<file path="src/sv/psq_pkg.sv">
// Shared types and constants for the power-down sequencer.
package psq_pkg;

  localparam int unsigned REG_WIDTH = 16;
  localparam int unsigned CFG_INDEX_WIDTH = 2;

  localparam logic [REG_WIDTH-1:0] RUN_TIME_RESET  = 16'd1;
  localparam logic [REG_WIDTH-1:0] EXIT_RUN_RESET  = 16'd0;
  localparam logic [REG_WIDTH-1:0] PREPARE_RESET   = 16'd0;
  localparam logic [REG_WIDTH-1:0] WAKE_TIME_RESET = 16'd15;

  typedef enum logic [CFG_INDEX_WIDTH-1:0] {
    CFG_RUN_TIME  = 2'd0,
    CFG_EXIT_RUN  = 2'd1,
    CFG_PREPARE   = 2'd2,
    CFG_WAKE_TIME = 2'd3
  } cfg_index_t;

  typedef enum logic [1:0] {
    OP_TICK      = 2'd0,
    OP_START     = 2'd1,
    OP_START_MIN = 2'd2,
    OP_RESUME    = 2'd3
  } op_t;

  typedef enum logic [2:0] {
    ST_IDLE = 3'd0,
    ST_RUN  = 3'd1,
    ST_EXIT = 3'd2,
    ST_PREP = 3'd3,
    ST_GOTO = 3'd4
  } seq_state_t;

  typedef enum logic [1:0] {
    PH_INIT = 2'd0,
    PH_RUN  = 2'd1,
    PH_PREP = 2'd2,
    PH_WAIT = 2'd3
  } phase_t;

  typedef struct packed {
    logic exit_run_ready;
    logic prepare_ready;
    logic power_down_ready;
    logic continue_ready;
  } ready_flags_t;

endpackage

</file>
<file path="src/sv/psq_step.sv">
// Next-state logic of the sequencer for one request.
module psq_step #(
  parameter int unsigned TIMER_WIDTH = 16
) (
  input  psq_pkg::op_t                     op,
  input  logic [psq_pkg::REG_WIDTH-1:0]    min_run_ticks,
  input  psq_pkg::ready_flags_t            flags,
  input  psq_pkg::seq_state_t              seq_state,
  input  psq_pkg::phase_t                  phase,
  input  logic [TIMER_WIDTH-1:0]           run_count,
  input  logic [TIMER_WIDTH-1:0]           exit_count,
  input  logic [TIMER_WIDTH-1:0]           prepare_count,
  input  logic [psq_pkg::REG_WIDTH-1:0]    run_time_reload,
  input  logic [psq_pkg::REG_WIDTH-1:0]    exit_run_reload,
  input  logic [psq_pkg::REG_WIDTH-1:0]    prepare_reload,
  output psq_pkg::seq_state_t              seq_state_nxt,
  output psq_pkg::phase_t                  phase_nxt,
  output logic [TIMER_WIDTH-1:0]           run_count_nxt,
  output logic [TIMER_WIDTH-1:0]           exit_count_nxt,
  output logic [TIMER_WIDTH-1:0]           prepare_count_nxt,
  output logic                             standby
);
  import psq_pkg::*;

  logic [TIMER_WIDTH-1:0] run_load;
  logic [TIMER_WIDTH-1:0] exit_load;
  logic [TIMER_WIDTH-1:0] prep_load;
  logic [TIMER_WIDTH-1:0] min_ticks;
  logic                   may_start;
  logic                   reach_goto;

  assign run_load  = TIMER_WIDTH'(run_time_reload);
  assign exit_load = TIMER_WIDTH'(exit_run_reload);
  assign prep_load = TIMER_WIDTH'(prepare_reload);
  assign min_ticks = TIMER_WIDTH'(min_run_ticks);
  assign may_start = (seq_state == ST_IDLE) || (seq_state == ST_RUN) || (seq_state == ST_EXIT);

  always_comb begin
    seq_state_nxt     = seq_state;
    phase_nxt         = phase;
    run_count_nxt     = run_count;
    exit_count_nxt    = exit_count;
    prepare_count_nxt = prepare_count;
    standby           = 1'b0;
    reach_goto        = 1'b0;
    case (op)
      OP_START: begin
        if (may_start) begin
          run_count_nxt = run_load;
          seq_state_nxt = ST_RUN;
        end
      end
      OP_START_MIN: begin
        if (may_start) begin
          if (run_count < min_ticks) begin
            run_count_nxt = min_ticks;
          end
          seq_state_nxt = ST_RUN;
        end
      end
      OP_RESUME: begin
        if (flags.continue_ready) begin
          run_count_nxt = run_load;
          seq_state_nxt = ST_RUN;
        end
      end
      default: begin
        case (seq_state)
          ST_RUN: begin
            phase_nxt = PH_RUN;
            if (run_count != '0) begin
              run_count_nxt = run_count - 1'b1;
            end else if (flags.exit_run_ready) begin
              seq_state_nxt  = ST_EXIT;
              exit_count_nxt = exit_load;
            end
          end
          ST_EXIT: begin
            if (exit_count != '0) begin
              exit_count_nxt = exit_count - 1'b1;
            end else begin
              phase_nxt = PH_PREP;
              if (flags.prepare_ready) begin
                seq_state_nxt     = ST_PREP;
                prepare_count_nxt = prep_load;
              end
            end
          end
          ST_PREP: begin
            if (prepare_count != '0) begin
              prepare_count_nxt = prepare_count - 1'b1;
            end else begin
              phase_nxt = PH_WAIT;
              if (flags.power_down_ready) begin
                reach_goto = 1'b1;
              end
            end
          end
          ST_GOTO: begin
            reach_goto = 1'b1;
          end
          default: begin
          end
        endcase
        // The goto phase requests standby on the same tick it is entered.
        if (reach_goto) begin
          standby = 1'b1;
          if (flags.continue_ready) begin
            seq_state_nxt = ST_RUN;
            run_count_nxt = run_load;
          end else begin
            seq_state_nxt = ST_GOTO;
          end
        end
      end
    endcase
  end

endmodule

</file>
<file path="src/sv/power_down_sequencer.sv">
// Top level of the event-driven power-down sequencer.
//
// Requests arrive on the in_ channel (valid/ready): an op code (tick, start,
// start with minimum run time, resume after wakeup), a minimum run time and
// four ready flags from the system. Each request yields exactly one result on
// the out_ channel: the sequencer state, the coarse system phase, a standby
// request flag and the wake time that goes with it.
// Configuration registers are written through cfg_we, cfg_index and
// cfg_wdata; the user must write them only while no request is in flight,
// as the block does not enforce this. A request is captured in an input
// register, then processed in one pass of logic into the result register,
// which raises out_valid when it is loaded. One request is accepted in every
// cycle while the receiver does not stall; the rate is bounded only by the
// single state update per cycle. If the receiver stalls, the result stays in
// the output register and one more request waits in the input register;
// in_ready then drops. Synchronous reset loads the register defaults,
// idles the sequencer and empties both registers.
module power_down_sequencer #(
  parameter int unsigned TIMER_WIDTH = 16
) (
  input  logic                                  clk,
  input  logic                                  rst_n,
  input  logic                                  in_valid,
  output logic                                  in_ready,
  input  logic [1:0]                            in_op,
  input  logic [psq_pkg::REG_WIDTH-1:0]         in_min_run_ticks,
  input  logic                                  in_exit_run_ready,
  input  logic                                  in_prepare_ready,
  input  logic                                  in_power_down_ready,
  input  logic                                  in_continue_ready,
  output logic                                  out_valid,
  input  logic                                  out_ready,
  output logic [2:0]                            out_sequencer_state,
  output logic [1:0]                            out_system_phase,
  output logic                                  out_enter_standby,
  output logic [psq_pkg::REG_WIDTH-1:0]         out_standby_wake_time,
  input  logic                                  cfg_we,
  input  logic [psq_pkg::CFG_INDEX_WIDTH-1:0]   cfg_index,
  input  logic [psq_pkg::REG_WIDTH-1:0]         cfg_wdata
);
  import psq_pkg::*;

  logic [REG_WIDTH-1:0]   run_time_reload_r;
  logic [REG_WIDTH-1:0]   exit_run_reload_r;
  logic [REG_WIDTH-1:0]   prepare_reload_r;
  logic [REG_WIDTH-1:0]   wake_time_r;

  logic                   in_vld_r;
  logic [1:0]             in_op_r;
  logic [REG_WIDTH-1:0]   in_min_r;
  ready_flags_t           in_flags_r;

  seq_state_t             seq_state_r;
  phase_t                 phase_r;
  logic [TIMER_WIDTH-1:0] run_count_r;
  logic [TIMER_WIDTH-1:0] exit_count_r;
  logic [TIMER_WIDTH-1:0] prepare_count_r;

  seq_state_t             seq_state_nxt;
  phase_t                 phase_nxt;
  logic [TIMER_WIDTH-1:0] run_count_nxt;
  logic [TIMER_WIDTH-1:0] exit_count_nxt;
  logic [TIMER_WIDTH-1:0] prepare_count_nxt;
  logic                   standby;

  logic                   out_vld_r;
  logic [2:0]             out_state_r;
  logic [1:0]             out_phase_r;
  logic                   out_standby_r;
  logic [REG_WIDTH-1:0]   out_wake_r;

  logic                   fire;
  logic                   in_take;

  assign fire     = in_vld_r && (!out_vld_r || out_ready);
  assign in_ready = !in_vld_r || fire;
  assign in_take  = in_valid && in_ready;

  always_ff @(posedge clk) begin
    if (!rst_n) begin
      run_time_reload_r <= RUN_TIME_RESET;
      exit_run_reload_r <= EXIT_RUN_RESET;
      prepare_reload_r  <= PREPARE_RESET;
      wake_time_r       <= WAKE_TIME_RESET;
    end else if (cfg_we) begin
      case (cfg_index_t'(cfg_index))
        CFG_RUN_TIME:  run_time_reload_r <= cfg_wdata;
        CFG_EXIT_RUN:  exit_run_reload_r <= cfg_wdata;
        CFG_PREPARE:   prepare_reload_r  <= cfg_wdata;
        CFG_WAKE_TIME: wake_time_r       <= cfg_wdata;
        default: begin
        end
      endcase
    end
  end

  always_ff @(posedge clk) begin
    if (!rst_n) begin
      in_vld_r <= 1'b0;
    end else if (in_ready) begin
      in_vld_r <= in_valid;
    end
    if (in_take) begin
      in_op_r    <= in_op;
      in_min_r   <= in_min_run_ticks;
      in_flags_r <= '{exit_run_ready:   in_exit_run_ready,
                      prepare_ready:    in_prepare_ready,
                      power_down_ready: in_power_down_ready,
                      continue_ready:   in_continue_ready};
    end
  end

  psq_step #(
    .TIMER_WIDTH(TIMER_WIDTH)
  ) u_step (
    .op                (op_t'(in_op_r)),
    .min_run_ticks     (in_min_r),
    .flags             (in_flags_r),
    .seq_state         (seq_state_r),
    .phase             (phase_r),
    .run_count         (run_count_r),
    .exit_count        (exit_count_r),
    .prepare_count     (prepare_count_r),
    .run_time_reload   (run_time_reload_r),
    .exit_run_reload   (exit_run_reload_r),
    .prepare_reload    (prepare_reload_r),
    .seq_state_nxt     (seq_state_nxt),
    .phase_nxt         (phase_nxt),
    .run_count_nxt     (run_count_nxt),
    .exit_count_nxt    (exit_count_nxt),
    .prepare_count_nxt (prepare_count_nxt),
    .standby           (standby)
  );

  always_ff @(posedge clk) begin
    if (!rst_n) begin
      seq_state_r     <= ST_IDLE;
      phase_r         <= PH_INIT;
      run_count_r     <= TIMER_WIDTH'(RUN_TIME_RESET);
      exit_count_r    <= '0;
      prepare_count_r <= '0;
      out_vld_r       <= 1'b0;
    end else begin
      if (fire) begin
        seq_state_r     <= seq_state_nxt;
        phase_r         <= phase_nxt;
        run_count_r     <= run_count_nxt;
        exit_count_r    <= exit_count_nxt;
        prepare_count_r <= prepare_count_nxt;
        out_vld_r       <= 1'b1;
      end else if (out_ready) begin
        out_vld_r       <= 1'b0;
      end
    end
    if (fire) begin
      out_state_r   <= seq_state_nxt;
      out_phase_r   <= phase_nxt;
      out_standby_r <= standby;
      out_wake_r    <= standby ? wake_time_r : '0;
    end
  end

  assign out_valid             = out_vld_r;
  assign out_sequencer_state   = out_state_r;
  assign out_system_phase      = out_phase_r;
  assign out_enter_standby     = out_standby_r;
  assign out_standby_wake_time = out_wake_r;

  a_goto_phase_wait: assert property (@(posedge clk) disable iff (!rst_n)
    seq_state_r == ST_GOTO |-> phase_r == PH_WAIT)
    else $error("Goto state reached without the waiting phase.");

  a_standby_state: assert property (@(posedge clk) disable iff (!rst_n)
    out_valid && out_enter_standby |->
      (out_sequencer_state == ST_GOTO || out_sequencer_state == ST_RUN))
    else $error("Standby requested outside goto or restarted run.");

  a_wake_zero: assert property (@(posedge clk) disable iff (!rst_n)
    out_valid && !out_enter_standby |-> out_standby_wake_time == '0)
    else $error("Wake time reported without a standby request.");

  a_stall_blocks: assert property (@(posedge clk) disable iff (!rst_n)
    in_vld_r && out_vld_r && !out_ready |=> $stable(seq_state_r) && $stable(run_count_r))
    else $error("Sequencer state moved while the result was stalled.");

endmodule
</file>
<file path="config.mk">
export PLATFORM = sky130hd
export DESIGN_NAME = power_down_sequencer
export DESIGN_NICKNAME = d
export VERILOG_FILES = /design/src/sv/psq_pkg.sv /design/src/sv/psq_step.sv /design/src/sv/power_down_sequencer.sv
export SDC_FILE = /design/constraint.sdc
export NUM_CORES = 1
export LEC_CHECK = 0
export BUFFER_PORTS_ARGS = -buffer_cell sky130_fd_sc_hd__buf_2
export CORE_AREA = 5 5 137 113
export DETAILED_ROUTE_END_ITERATION = 12
export DIE_AREA = 0 0 142 118
export GPL_TIMING_DRIVEN = 0
export PLACE_DENSITY_LB_ADDON = 0.1
export SLEW_MARGIN = 15
export SYNTH_ARGS = -nofsm -noshare
export SYNTH_HDL_FRONTEND = slang
export SYNTH_SLANG_ARGS = --single-unit
</file>
<file path="constraint.sdc">
create_clock -name clk -period 3.44 [get_ports clk]
set_clock_uncertainty 0.1 [all_clocks]
set_input_delay 0.172 -clock clk [delete_from_list [all_inputs] [get_ports clk]]
set_output_delay 0.172 -clock clk [all_outputs]
set_load 0.05 [all_outputs]
</file>
* After elaboration in Yosys (flattened, before gate mapping)
Cells that the tools add are included.
** Operators by class
- Reductions and logical operators :: 25
- Eq/ne operators :: 20
- $add $sub $neg :: 3
- Muxes and demuxes :: 39
- Magnitude comparators :: 1
- Bitwise logic cells :: 1
** Operators with widths (count)
- $mux 16 :: 14
- $pmux 16 s2 :: 2
- $pmux 16 s3 :: 1
- $reduce_bool 16->1 :: 3
- $sub 16x1->16 const B :: 3
- $mux 3 :: 8
- $lt 16x16->1 :: 1
- $ne 2x2->1 const B :: 6
- $pmux 3 s2 :: 2
- $reduce_and 6->1 :: 2
- $eq 2x2->1 const B :: 4
- $ne 2x1->1 const B :: 4
- $reduce_and 2->1 :: 4
- $mux 1 :: 7
- $eq 3x2->1 const B :: 2
- $mux 2 :: 3
- $pmux 2 s3 :: 1
- $reduce_bool 2->1 :: 3
- $reduce_and 5->1 :: 1
- $eq 2x1->1 const B :: 2
- $logic_or 1x1->1 :: 4
- $eq 3x1->1 const B :: 1
- $eq 3x3->1 const B :: 1
- $logic_not 3->1 :: 1
- 7 further kinds :: 9
** Storage, ports and cells
- Bits of input ports :: 45
- Bits in registers :: 163
- Word-level logic and storage cells :: 110

* Logic depth before layout (Yosys ltp)
Gate-level depths: netlist of the first run.
- Depth in word-level cells :: 6
- Gate-level depth with buffers :: 9
- Depth with buffers taken out :: 9

* Cells and area by module
Synthesis of the first run repeated with hierarchy kept, for this count alone.
** Unflattened totals
- Cells, all modules :: 1074
- Area total of the unflattened synthesis :: 9312.7 µm²
** By module, submodules not included
- power_down_sequencer :: cells an instance 534, times used 1, area an instance 5903.2 µm², sequential area each 3703.6 µm²
- psq_step :: cells an instance 540, times used 1, area an instance 3409.5 µm², sequential area each 0.0 µm²

* Worst setup path before layout of the first run
Ideal clock, no wire load.
- Path kind :: reg-to-reg
- From :: reg run_count_r[2]
- To :: reg exit_count_r[0]
- Data required time :: 3.224 ns
- Buffers on the path :: 1
- Cell stages (with the launch flop) :: 8
- Library setup time :: 0.116 ns
- Slack :: 0.975 ns
- Period minus slack after synthesis :: 2.465 ns
- Arrival :: 2.249 ns
- Path through :: dfxtp_1 or4_1 buf_2 or4_4 o21ai_4 o211ai_4 a211o_1 and3_1
** On the way
- Word-level cells in the longest chain between the ends :: 3
** RTL lines
- start, declared :: RTL line power_down_sequencer.sv:55 : logic [TIMER_WIDTH-1:0] run_count_r;
- start signal, assigned :: RTL line power_down_sequencer.sv:139 : run_count_r <= TIMER_WIDTH'(RUN_TIME_RESET);
- start signal, assigned :: RTL line power_down_sequencer.sv:147 : run_count_r <= run_count_nxt;
- $reduce_bool 16->1 :: RTL line psq_step.sv:71 : if (run_count != '0) begin
- $ne 2x2->1 (no line)
- $reduce_and 6->1 (no line)
- end signal, assigned :: RTL line power_down_sequencer.sv:148 : exit_count_r <= exit_count_nxt;
- end, declared :: RTL line power_down_sequencer.sv:56 : logic [TIMER_WIDTH-1:0] exit_count_r;
Every way passes these cells.
A chain may end at the register's enable or synchronous reset.

* Worst setup path in the final report of the first run
- From :: reg in_op_r[0]
- To :: reg run_count_r[2]
** On the way
- Word-level cells in the longest chain between the ends :: 3
- Elaborated cells between the ends (all ways) :: 9
** RTL lines
- start, declared :: RTL line power_down_sequencer.sv:49 : logic [1:0] in_op_r;
- start signal, assigned :: RTL line power_down_sequencer.sv:104 : in_op_r <= in_op;
- $eq 2x2->1 / $eq 2x1->1 (equally long branches) :: RTL line psq_step.sv:46 : case (op)
- $ne 2x1->1 (no line) / $ne 2x2->1 (equally long branches)
- $reduce_and 5->1 (no line)
Several ways; a longest one is shown, not always the timed one.

==> impl_metrics.py, run 1 <==
metrics = {
    "placed_design": {
        "dpl.hpwl_mm": 17.6,
        "finalWeightedCongestion": 0.994,
        "port_buffers": 67,
        "placed_cell_area_um2": 8700,
    },
    "cells_and_area": {
        "multiInputGateArea_um2": 4020,
        "fill_cells": 1157,
        "final_common_cell": "nand2_1",
        "area_growth_pct": 19.1,
        "stdcell_area_um2": 9680,
        "finalNetCount": 1157,
        "drive_above_1_share": 0.121,
        "regArea_um2": 3700,
        "utilization": 0.694,
        "n_antenna_cell": 0,
        "final_cell_mix": "nand2_1, a21oi_1, dfxtp_1, buf_2, nor2_1",
    },
    "cts": {
        "cts.sinks": 163,
        "clk_pin_slew_ns": 0.06,
        "cts_tree": "done",
        "htree_levels": 4,
        "cts_buffer_depth": 2,
        "numCtsBuffers": 17,
        "clkLatencyLatePin_ns": 0.43,
        "ctsRootBufferMaster": "clkbuf_16",
    },
    "floorplan": {
        "die_w_um": 142,
        "start_util": 0.583,
        "ios": 69,
        "die-area_um2": 16800,
        "core_um2": 14000,
        "die_height_um": 118,
        "rows": 39,
    },
    "yosys": {
        "synthArstFlopShare": 0,
        "syn-cell-area_um2": 8130,
        "ys_warn_count": 0,
        "synth_cell_types": 81,
        "synth_ff_type": "dfxtp_1",
        "synth_area_per_cell_um2": 8.45,
        "synth_edf_count": 44,
        "synth_fp_nets": 1030,
        "ys_ff_latch": 163,
        "ys_seq_area_frac": 0.455,
        "netlist_instances": 962,
    },
    "sta": {
        "report.final.hold_viol_count": 0,
        "tightest_slew_ns": 1.17,
        "fmax_mhz": 308,
        "tns_ns": 0,
        "rsz0062_at_grt": "false",
        "finalSetupViolCount": 0,
        "whs_ns": 0.110,
        "period_share": 0.943,
        "max_slew_margin": 0.213,
        "fin_crit_ns": 3.25,
        "finalMaxSlewViolations": 0,
    },
    "power": {
        "power.density_nw_per_um2": 468,
        "ir_worst_vdd_v": 0.000422,
        "p_leak_nw": 3.75,
        "total_power_mw": 4.53,
    },
    "setup_path": {
        "worst_path_max_delay_cell": "edfxtp_1",
        "cp-start-kind": "flop",
        "crit_required_ns": 3.68,
        "cp_cell_sequence": "ha_1, nor2b_1, nand3b_1, a2111oi_0, o21a_1, clkbuf_1, o21ai_0, a211oi_1",
        "worstRegToRegCells": 8,
        "crit_type": "flop to flop",
        "cp.arrival_ns": 3.49,
        "r2r-start": "in_op_r[0]",
        "max_stage_delay_ns": 0.54,
        "endpoint": "run_count_r[2]",
        "rrSetupSlack_ns": 0.19,
        "critical_path.max_fanout": 10,
        "r2r_end": "run_count_r[2]",
        "end_kind": "flop",
        "cp-startpoint": "in_op_r[0]",
    },
    "worst_hold_path": {
        "hold_class": "input pin to flop",
    },
    "drt": {
        "dr.pass1.iters": 6,
        "num_vias": 7986,
        "drt.antenna.violating_nets": 0,
        "via_per_inst": 6.21,
        "drcViolationCount": 0,
        "wl_mm": 25.3,
        "wl_per_cell_um": 19.7,
        "drt-initial-drc-count": 1034,
    },
    "global_route": {
        "grt_pass1_wl_mm": 39.7,
        "grt_max_degree": 26,
        "antenna_found_initial": 0,
        "grt_pass1_vias": 7194,
        "overflow": 0,
        "grt_util_all_layers": 0.301,
    },
    "outcome": {
        "status": "finished, final reports clean",
    },
    "flow_run": {
        "drv_cap": 0,
    },
}
==> power breakdown <==
| group | switching (mW) | total [mW] | internal (mW) |
|---|---|---|---|
| Combinational | 0.348 | 0.552 | 0.203 |
| Clock | 0.765 | 1.86 | 1.09 |
| Sequential | 0.0725 | 2.12 | 2.05 |
| Total | 1.19 | 4.53 | 3.34 |
==> layout make-up <==
type / instances / share of cell area
plain buffers: 61 / 0.0298
clock buffers: 20 / 0.0472
clock inverters: 11 / 0.0114
inverters: 34 / 0.0132
multi-input cells: 704 / 0.415
flip-flops and latches: 163 / 0.382
well taps: 184 / 0.0238
repair buffers: 108 / 0.0770
==> critical path: cells and delay by family (launching register included) <==
family                     cells  cell delay, ns
buffers and inverters          1            0.47
and+or+nand+nor                2            0.49
AOI/OAI and AO/OA              4            1.22
adders and majority gates      1            0.33
DFF                            1            0.54
==> worst min path at each step <==
stage                                   start        endpoint  slack (ns)  cells past startpoint
after global placement    in_min_run_ticks[8]     in_min_r[8]        0.25                      1
final                                   rst_n  run_count_r[9]        0.11                      3
after CTS                               rst_n  run_count_r[7]        0.08                      3
after global routing                    rst_n  run_count_r[7]        0.13                      3
after detailed placement  in_min_run_ticks[3]     in_min_r[3]        0.25                      1
after floorplan             in_continue_ready   in_flags_r[0]        0.17                      0
==> cells in the mapped netlist, drive strengths merged, types with 3 or more instances <==
cell type,instances,area share
o21a,8,0.0074
nor3,21,0.013
o311ai,4,0.0043
nand3,18,0.012
a221oi,5,0.0054
a21o,4,0.0037
a211o,5,0.0054
inv,32,0.015
o211ai,10,0.011
nand2b,12,0.0092
nand2,186,0.086
o41ai,5,0.0054
a22oi,3,0.0028
nor2b,3,0.0023
nor4,16,0.012
nor3b,5,0.0052
a22o,3,0.0032
a31oi,6,0.0046
a32oi,6,0.0065
clkbuf,48,0.024
o221a,3,0.0042
o31ai,17,0.016
nor2,57,0.026
o21ai,46,0.030
a211oi,6,0.0055
or3,10,0.0078
o31a,3,0.0032
or2,5,0.0038
edfxtp,44,0.16
dfxtp,119,0.29
or3b,3,0.0032
and3,19,0.015
ha,23,0.035
o22ai,4,0.0031
and4,4,0.0043
nand4,7,0.0054
a2111oi,3,0.0032
xor2,3,0.0032
a21oi,132,0.081
buf,13,0.012
or4,11,0.011
==> routing by layer <==
layer	part of all wire	wire length [um]	track usage
met1	0.44	11200	0.445
met2	0.42	10600	0.415
met3	0.12	3090	0.0991
met4	0.018	468	0.0875
met5	0	0	0
==> logic make-up (layout without fill, tap and decap cells) <==
family	Yosys count	count (layout)	synth area share
buffers and inverters	95	234	0.0512
adders and majority gates	23	23	0.0354
and+or+nand+nor	384	384	0.223
DFF	163	163	0.455
muxes	1	1	0.00123
xor gates and xnor gates	3	3	0.00323
AOI/OAI and AO/OA	293	293	0.230
==> repair_timing <==
item | 4_1_cts | 5_1_grt
hold endpoints to repair | 88 | 0
hold buffers | 41 | 0
resized for setup | 0 | 2
buffers inserted | 0 | 0
endpoints found under the setup margin | 0 | 8
==> metrics by stage <==
stage | std cells | worst slack [ns]
2_1_floorplan | 962 | 0.975
3_3_place_gp | 1213 | 0.330
3_5_place_dp | 1213 | 0.289
4_1_cts | 1285 | 0.258
5_1_grt | 1285 | 0.0214
6_report | 1285 | 0.195
==> state kept, by name (all words and copies together) (netlist names) <==
signal and cells:
phase_r 2, out_system_phase 2, out_enter_standby 1, wake_time_r 16, exit_run_reload_r 16, out_valid 1, prepare_reload_r 16, out_standby_wake_time 16
run_count_r 16, out_sequencer_state 3, in_flags_r 4, in_op_r 2, run_time_reload_r 16, in_min_r 16, seq_state_r 3, in_vld_r 1
prepare_count_r 16, exit_count_r 16
Note: power is estimated with default switching activity, not from simulation.
==> inputs of run 2 (changes only) <==
- PLACE_DENSITY_LB_ADDON: 0.1 -> 0.12
==> run 2 against run 1 <==
  * Global-route usage is essentially flat
  * Utilization shrank 0.099 points
  * Flip-flop and latch count is the same
  * Critical path depth grew 1
  * Largest power group unchanged
  * Critical endpoint is now run_count_r[5]
  * Total power grew 0.48%
  * Combinational power is essentially flat
  * Non-clock buffer count shrank 1
==> impl_metrics.py, run 2 (synthesized netlist as in run 1, its figures left out) <==
metrics = {
    "cts": {
        "cts_buffer_depth": 2,
        "postCtsSetupBuffers": 0,
        "numCtsBuffers": 17,
        "ctsRootBufferMaster": "clkbuf_16",
        "htree_levels": 4,
        "cts.sinks": 163,
        "clkLatencyLatePin_ns": 0.44,
        "cts_tree": "done",
        "clk_pin_slew_ns": 0.06,
    },
    "power": {
        "power.share.clock": 0.413,
        "ir_worst_vdd_v": 0.000381,
        "p_sw_mw": 1.20,
        "power.density_nw_per_um2": 471,
        "p_leak_nw": 3.75,
        "power_frac_comb": 0.122,
        "swShare": 0.263,
        "seqPwrFrac": 0.466,
        "p_int_mw": 3.35,
    },
    "cells_and_area": {
        "fill_cells": 1150,
        "fin_cells": 1285,
        "finalNetCount": 1156,
        "n_antenna_cell": 0,
        "final_cell_mix": "nand2_1, a21oi_1, dfxtp_1, buf_2, nor2_1",
        "area_growth_pct": 18.9,
        "utilization": 0.693,
        "stdcell_area_um2": 9670,
        "final_common_cell": "nand2_1",
        "drive_above_1_share": 0.122,
    },
    "drt": {
        "dr.pass1.iters": 6,
        "drcViolationCount": 0,
        "wl_per_cell_um": 19.7,
        "drt-initial-drc-count": 921,
        "drt.antenna.violating_nets": 0,
        "wl_mm": 25.3,
        "via_per_inst": 6.23,
        "num_vias": 8001,
    },
    "placed_design": {
        "placed_cell_area_um2": 8700,
        "finalWeightedCongestion": 0.973,
        "port_buffers": 67,
        "dp.cells": 1213,
        "dpl.hpwl_mm": 17.9,
    },
    "sta": {
        "tightest_slew_ns": 1.14,
        "report.final.hold_viol_count": 0,
        "finalSetupViolCount": 0,
        "tns_ns": 0,
        "period_share": 0.950,
        "rsz0062_at_grt": "false",
        "fin_crit_ns": 3.27,
        "whs_ns": 0.117,
        "max_slew_margin": 0.236,
        "fmax_mhz": 306,
        "finalMaxSlewViolations": 0,
    },
    "outcome": {
        "status": "finished, final reports clean",
    },
    "setup_path": {
        "crit_type": "flop to flop",
        "cp-start-kind": "flop",
        "end_kind": "flop",
        "cp-startpoint": "prepare_count_r[0]",
        "critical_path.max_fanout": 10,
        "r2r-start": "prepare_count_r[0]",
        "cp.arrival_ns": 3.46,
        "crit_required_ns": 3.64,
    },
    "floorplan": {
        "die_height_um": 118,
        "die-area_um2": 16800,
        "core_um2": 14000,
        "rows": 39,
        "start_util": 0.583,
        "ios": 69,
        "die_w_um": 142,
    },
    "global_route": {
        "grt_pass1_wl_mm": 39.4,
        "antenna_found_initial": 0,
        "overflow": 0,
        "grt_max_degree": 26,
        "grt_pass1_vias": 7260,
        "grt_util_all_layers": 0.300,
    },
    "flow_run": {
        "drv_cap": 0,
    },
    "worst_hold_path": {
        "hold_class": "input pin to flop",
        "hp-start": "cfg_index[1]",
    },
}
[run 2: power groups by stage]
stage	Combinational [mW]	Clock, mW	Sequential, mW
2_1_floorplan	0.305	0	2.16
3_3_place_gp	0.491	0	2.16
3_5_place_dp	0.499	0	2.16
4_1_cts	0.538	1.89	2.12
5_1_grt	0.599	1.97	2.12
6_report	0.553	1.88	2.12
[run 2: through the flow]
| step | power, mW | setup WS [ns] |
|---|---|---|
| after CTS | 4.54 | 0.309 |
| after detailed placement | 2.66 | 0.336 |
| after global placement | 2.65 | 0.374 |
| after global routing | 4.69 | 0.0328 |
| after floorplan | 2.47 | 0.975 |
| final | 4.55 | 0.172 |
[run 2: worst paths after layout]
check	to	slack [ns]	cells past startpoint
worst max-delay path	run_count_r[5]	0.17	9
worst min-delay path	exit_run_reload_r[11]	0.12	4
worst max register to register	run_count_r[5]	0.17	9
worst min register to register	wake_time_r[9]	0.36	2
[run 2: layout make-up]
class | count | area, um2 | share of cell area
Tap cell | 184 | 230 | 0.0238
Multi-Input combinational cell | 704 | 4010 | 0.415
Clock buffer | 22 | 464 | 0.0480
Buffer | 61 | 289 | 0.0299
Clock inverter | 10 | 106 | 0.0110
Inverter | 34 | 128 | 0.0132
Timing Repair Buffer | 107 | 736 | 0.0761
Sequential cell | 163 | 3700 | 0.383
[run 2: critical path, stage by stage (launching register included)]
cell,delay (ns)
dfxtp_1,0.35
inv_1,0.08
ha_1,0.20
nor3b_2,0.47
nand3_1,0.32
o21ai_1,0.69
clkbuf_1,0.47
a21oi_1,0.11
o21ai_0,0.22
a21oi_1,0.11
[run 2: per-layer routing]
| metal | share of wire | GRT usage |
|---|---|---|
| met1 | 0.44 | 0.447 |
| met2 | 0.41 | 0.415 |
| met3 | 0.12 | 0.0873 |
| met4 | 0.024 | 0.0983 |
| met5 | 0 | 0 |
[run 2: repair_timing]
action	CTS	global route
endpoints found under the hold margin	88	0
hold buffers	40	0
gates resized for setup	0	0
==> inputs of run 3 (changes only) <==
- MAX_ROUTING_LAYER: default -> met4
==> run 3 against run 2 <==
  * Sequential power about the same
  * Flip-flop and latch count unchanged
  * Design area about the same
  * Count of clock-buffer cells in the layout unchanged
  * Die area unchanged
  * Critical path depth shrank 2
  * Clock power is 2% lower
  * Worst hold slack gained 0.00099 ns
  * Register-to-register slack improved by 0.05 ns
  * Routed wire length down 2.1%
  * Fmax rose by 1.5%
  * Utilization hardly changed
==> impl_metrics.py, run 3 (synthesized netlist as in run 1, its figures left out) <==
metrics = {
    "cts": {
        "cts.sinks": 163,
        "cts_buffer_depth": 2,
        "ctsRootBufferMaster": "clkbuf_16",
        "clk_pin_slew_ns": 0.07,
        "htree_levels": 4,
        "clkLatencyLatePin_ns": 0.43,
        "cts_tree": "done",
        "postCtsSetupBuffers": 0,
        "numCtsBuffers": 17,
    },
    "cells_and_area": {
        "fill_cells": 1165,
        "multiInputGateArea_um2": 4020,
        "area_growth_pct": 18.9,
        "n_antenna_cell": 0,
        "regArea_um2": 3700,
        "drive_above_1_share": 0.120,
        "final_cell_mix": "nand2_1, a21oi_1, dfxtp_1, buf_2, nor2_1",
        "finalNetCount": 1156,
        "fin_cells": 1285,
        "final_common_cell": "nand2_1",
    },
    "placed_design": {
        "finalWeightedCongestion": 0.971,
        "port_buffers": 67,
        "dpl.hpwl_mm": 17.4,
        "pre_cts_ws_ns": 0.350,
        "dp.cells": 1213,
    },
    "setup_path": {
        "worst_path_max_delay_cell": "a41oi_1",
        "crit_buf_inv": 2,
        "crit_family": "compound AO/OA/AOI/OAI gates",
        "critical_path.max_fanout": 10,
        "crit_required_ns": 3.66,
        "crit_type": "flop to flop",
        "cp-start-kind": "flop",
        "cp_cell_sequence": "clkinv_1, ha_1, o21ai_0, a41oi_1, clkbuf_1, a31oi_1, o221a_2",
        "end_kind": "flop",
        "max_stage_delay_ns": 0.80,
        "cp.arrival_ns": 3.44,
    },
    "power": {
        "p_leak_nw": 3.73,
        "power.density_nw_per_um2": 466,
        "ir_worst_vdd_v": 0.000384,
    },
    "sta": {
        "tns_ns": 0,
        "report.final.hold_viol_count": 0,
        "setup_ws_ns": 0.221,
        "finalMaxSlewViolations": 0,
        "tightest_slew_ns": 1.20,
        "fin_crit_ns": 3.22,
        "period_share": 0.936,
        "fmax_mhz": 311,
        "max_slew_margin": 0.190,
        "finalSetupViolCount": 0,
        "rsz0062_at_grt": "false",
    },
    "global_route": {
        "grt_max_degree": 26,
        "overflow": 0,
        "grt_pass1_wl_mm": 38.4,
        "grt_util_all_layers": 0.300,
        "grt_pass1_vias": 7013,
        "antenna_found_initial": 0,
    },
    "drt": {
        "via_per_inst": 6.08,
        "drcViolationCount": 0,
        "num_vias": 7814,
        "drt.antenna.violating_nets": 0,
        "drt-initial-drc-count": 906,
        "wl_per_cell_um": 19.3,
        "dr.pass1.iters": 6,
        "wl_mm": 24.8,
    },
    "floorplan": {
        "core_um2": 14000,
        "rows": 39,
        "die_height_um": 118,
        "start_util": 0.583,
        "die_w_um": 142,
        "die-area_um2": 16800,
        "ios": 69,
    },
    "flow_run": {
        "drv_cap": 0,
    },
    "outcome": {
        "status": "finished, final reports clean",
    },
    "worst_hold_path": {
        "hold_class": "input pin to flop",
    },
}
-- run 3: cell types whose count changed in the layout (fill, tap and decap cells not counted), sizes merged --
cell,before,now
inv,34,32
clkinvlp,0,2
-- run 3: stage by stage --
stage                     hold WS, ns  total power, mW  cell area, um2   util
final                           0.118             4.51            9670  0.693
after global routing            0.132             4.65            9670  0.693
after CTS                       0.103             4.50            9660  0.692
after detailed placement        0.250             2.65            8700  0.623
after global placement          0.248             2.65            8700  0.623
after floorplan                 0.171             2.47            8130      -
-- run 3: final timing paths --
kind | endpoint | depth (start not counted) | start | slack (ns)
min | exit_run_reload_r[14] | 4 | cfg_index[1] | 0.12
max reg2reg | run_count_r[11] | 7 | in_op_r[0] | 0.22
max | run_count_r[11] | 7 | in_op_r[0] | 0.22
min reg2reg | wake_time_r[11] | 2 | wake_time_r[11] | 0.35
-- run 3: repair_timing --
action,in CTS,in global routing
endpoints found under the setup margin,0,1
hold buffers,40,0
endpoints found under the hold margin,88,0
gates resized for setup,0,1
-- run 3: layer usage --
layer / up-vias / wire (um) / global-route usage
li1: 3741 / - / -
met1: 3619 / 11500 / 0.440
met2: 409 / 10200 / 0.411
met3: 45 / 2700 / 0.0853
met4: 0 / 473 / 0.0659
met5: - / 0 / -
-- run 3: area by class of cell --
type,count,area share
Clock buffer,22,0.0470
Inverter,34,0.0132
Buffer,61,0.0299
Sequential cell,163,0.383
Clock inverter,10,0.0114
Multi-Input combinational cell,704,0.416
Tap cell,184,0.0238
Timing Repair Buffer,107,0.0761
-- run 3: power breakdown --
part	internal, mW	switching [mW]	total [mW]
Combinational	0.202	0.346	0.548
Sequential	2.05	0.0714	2.12
Clock	1.08	0.758	1.84
Total	3.33	1.18	4.51
-- run 3: tightest hold or removal path, cell delays in order --
cell and delay [ns]:
buf_2 0.15, nor2_1 0.14, nand2_1 0.09, a21oi_1 0.05
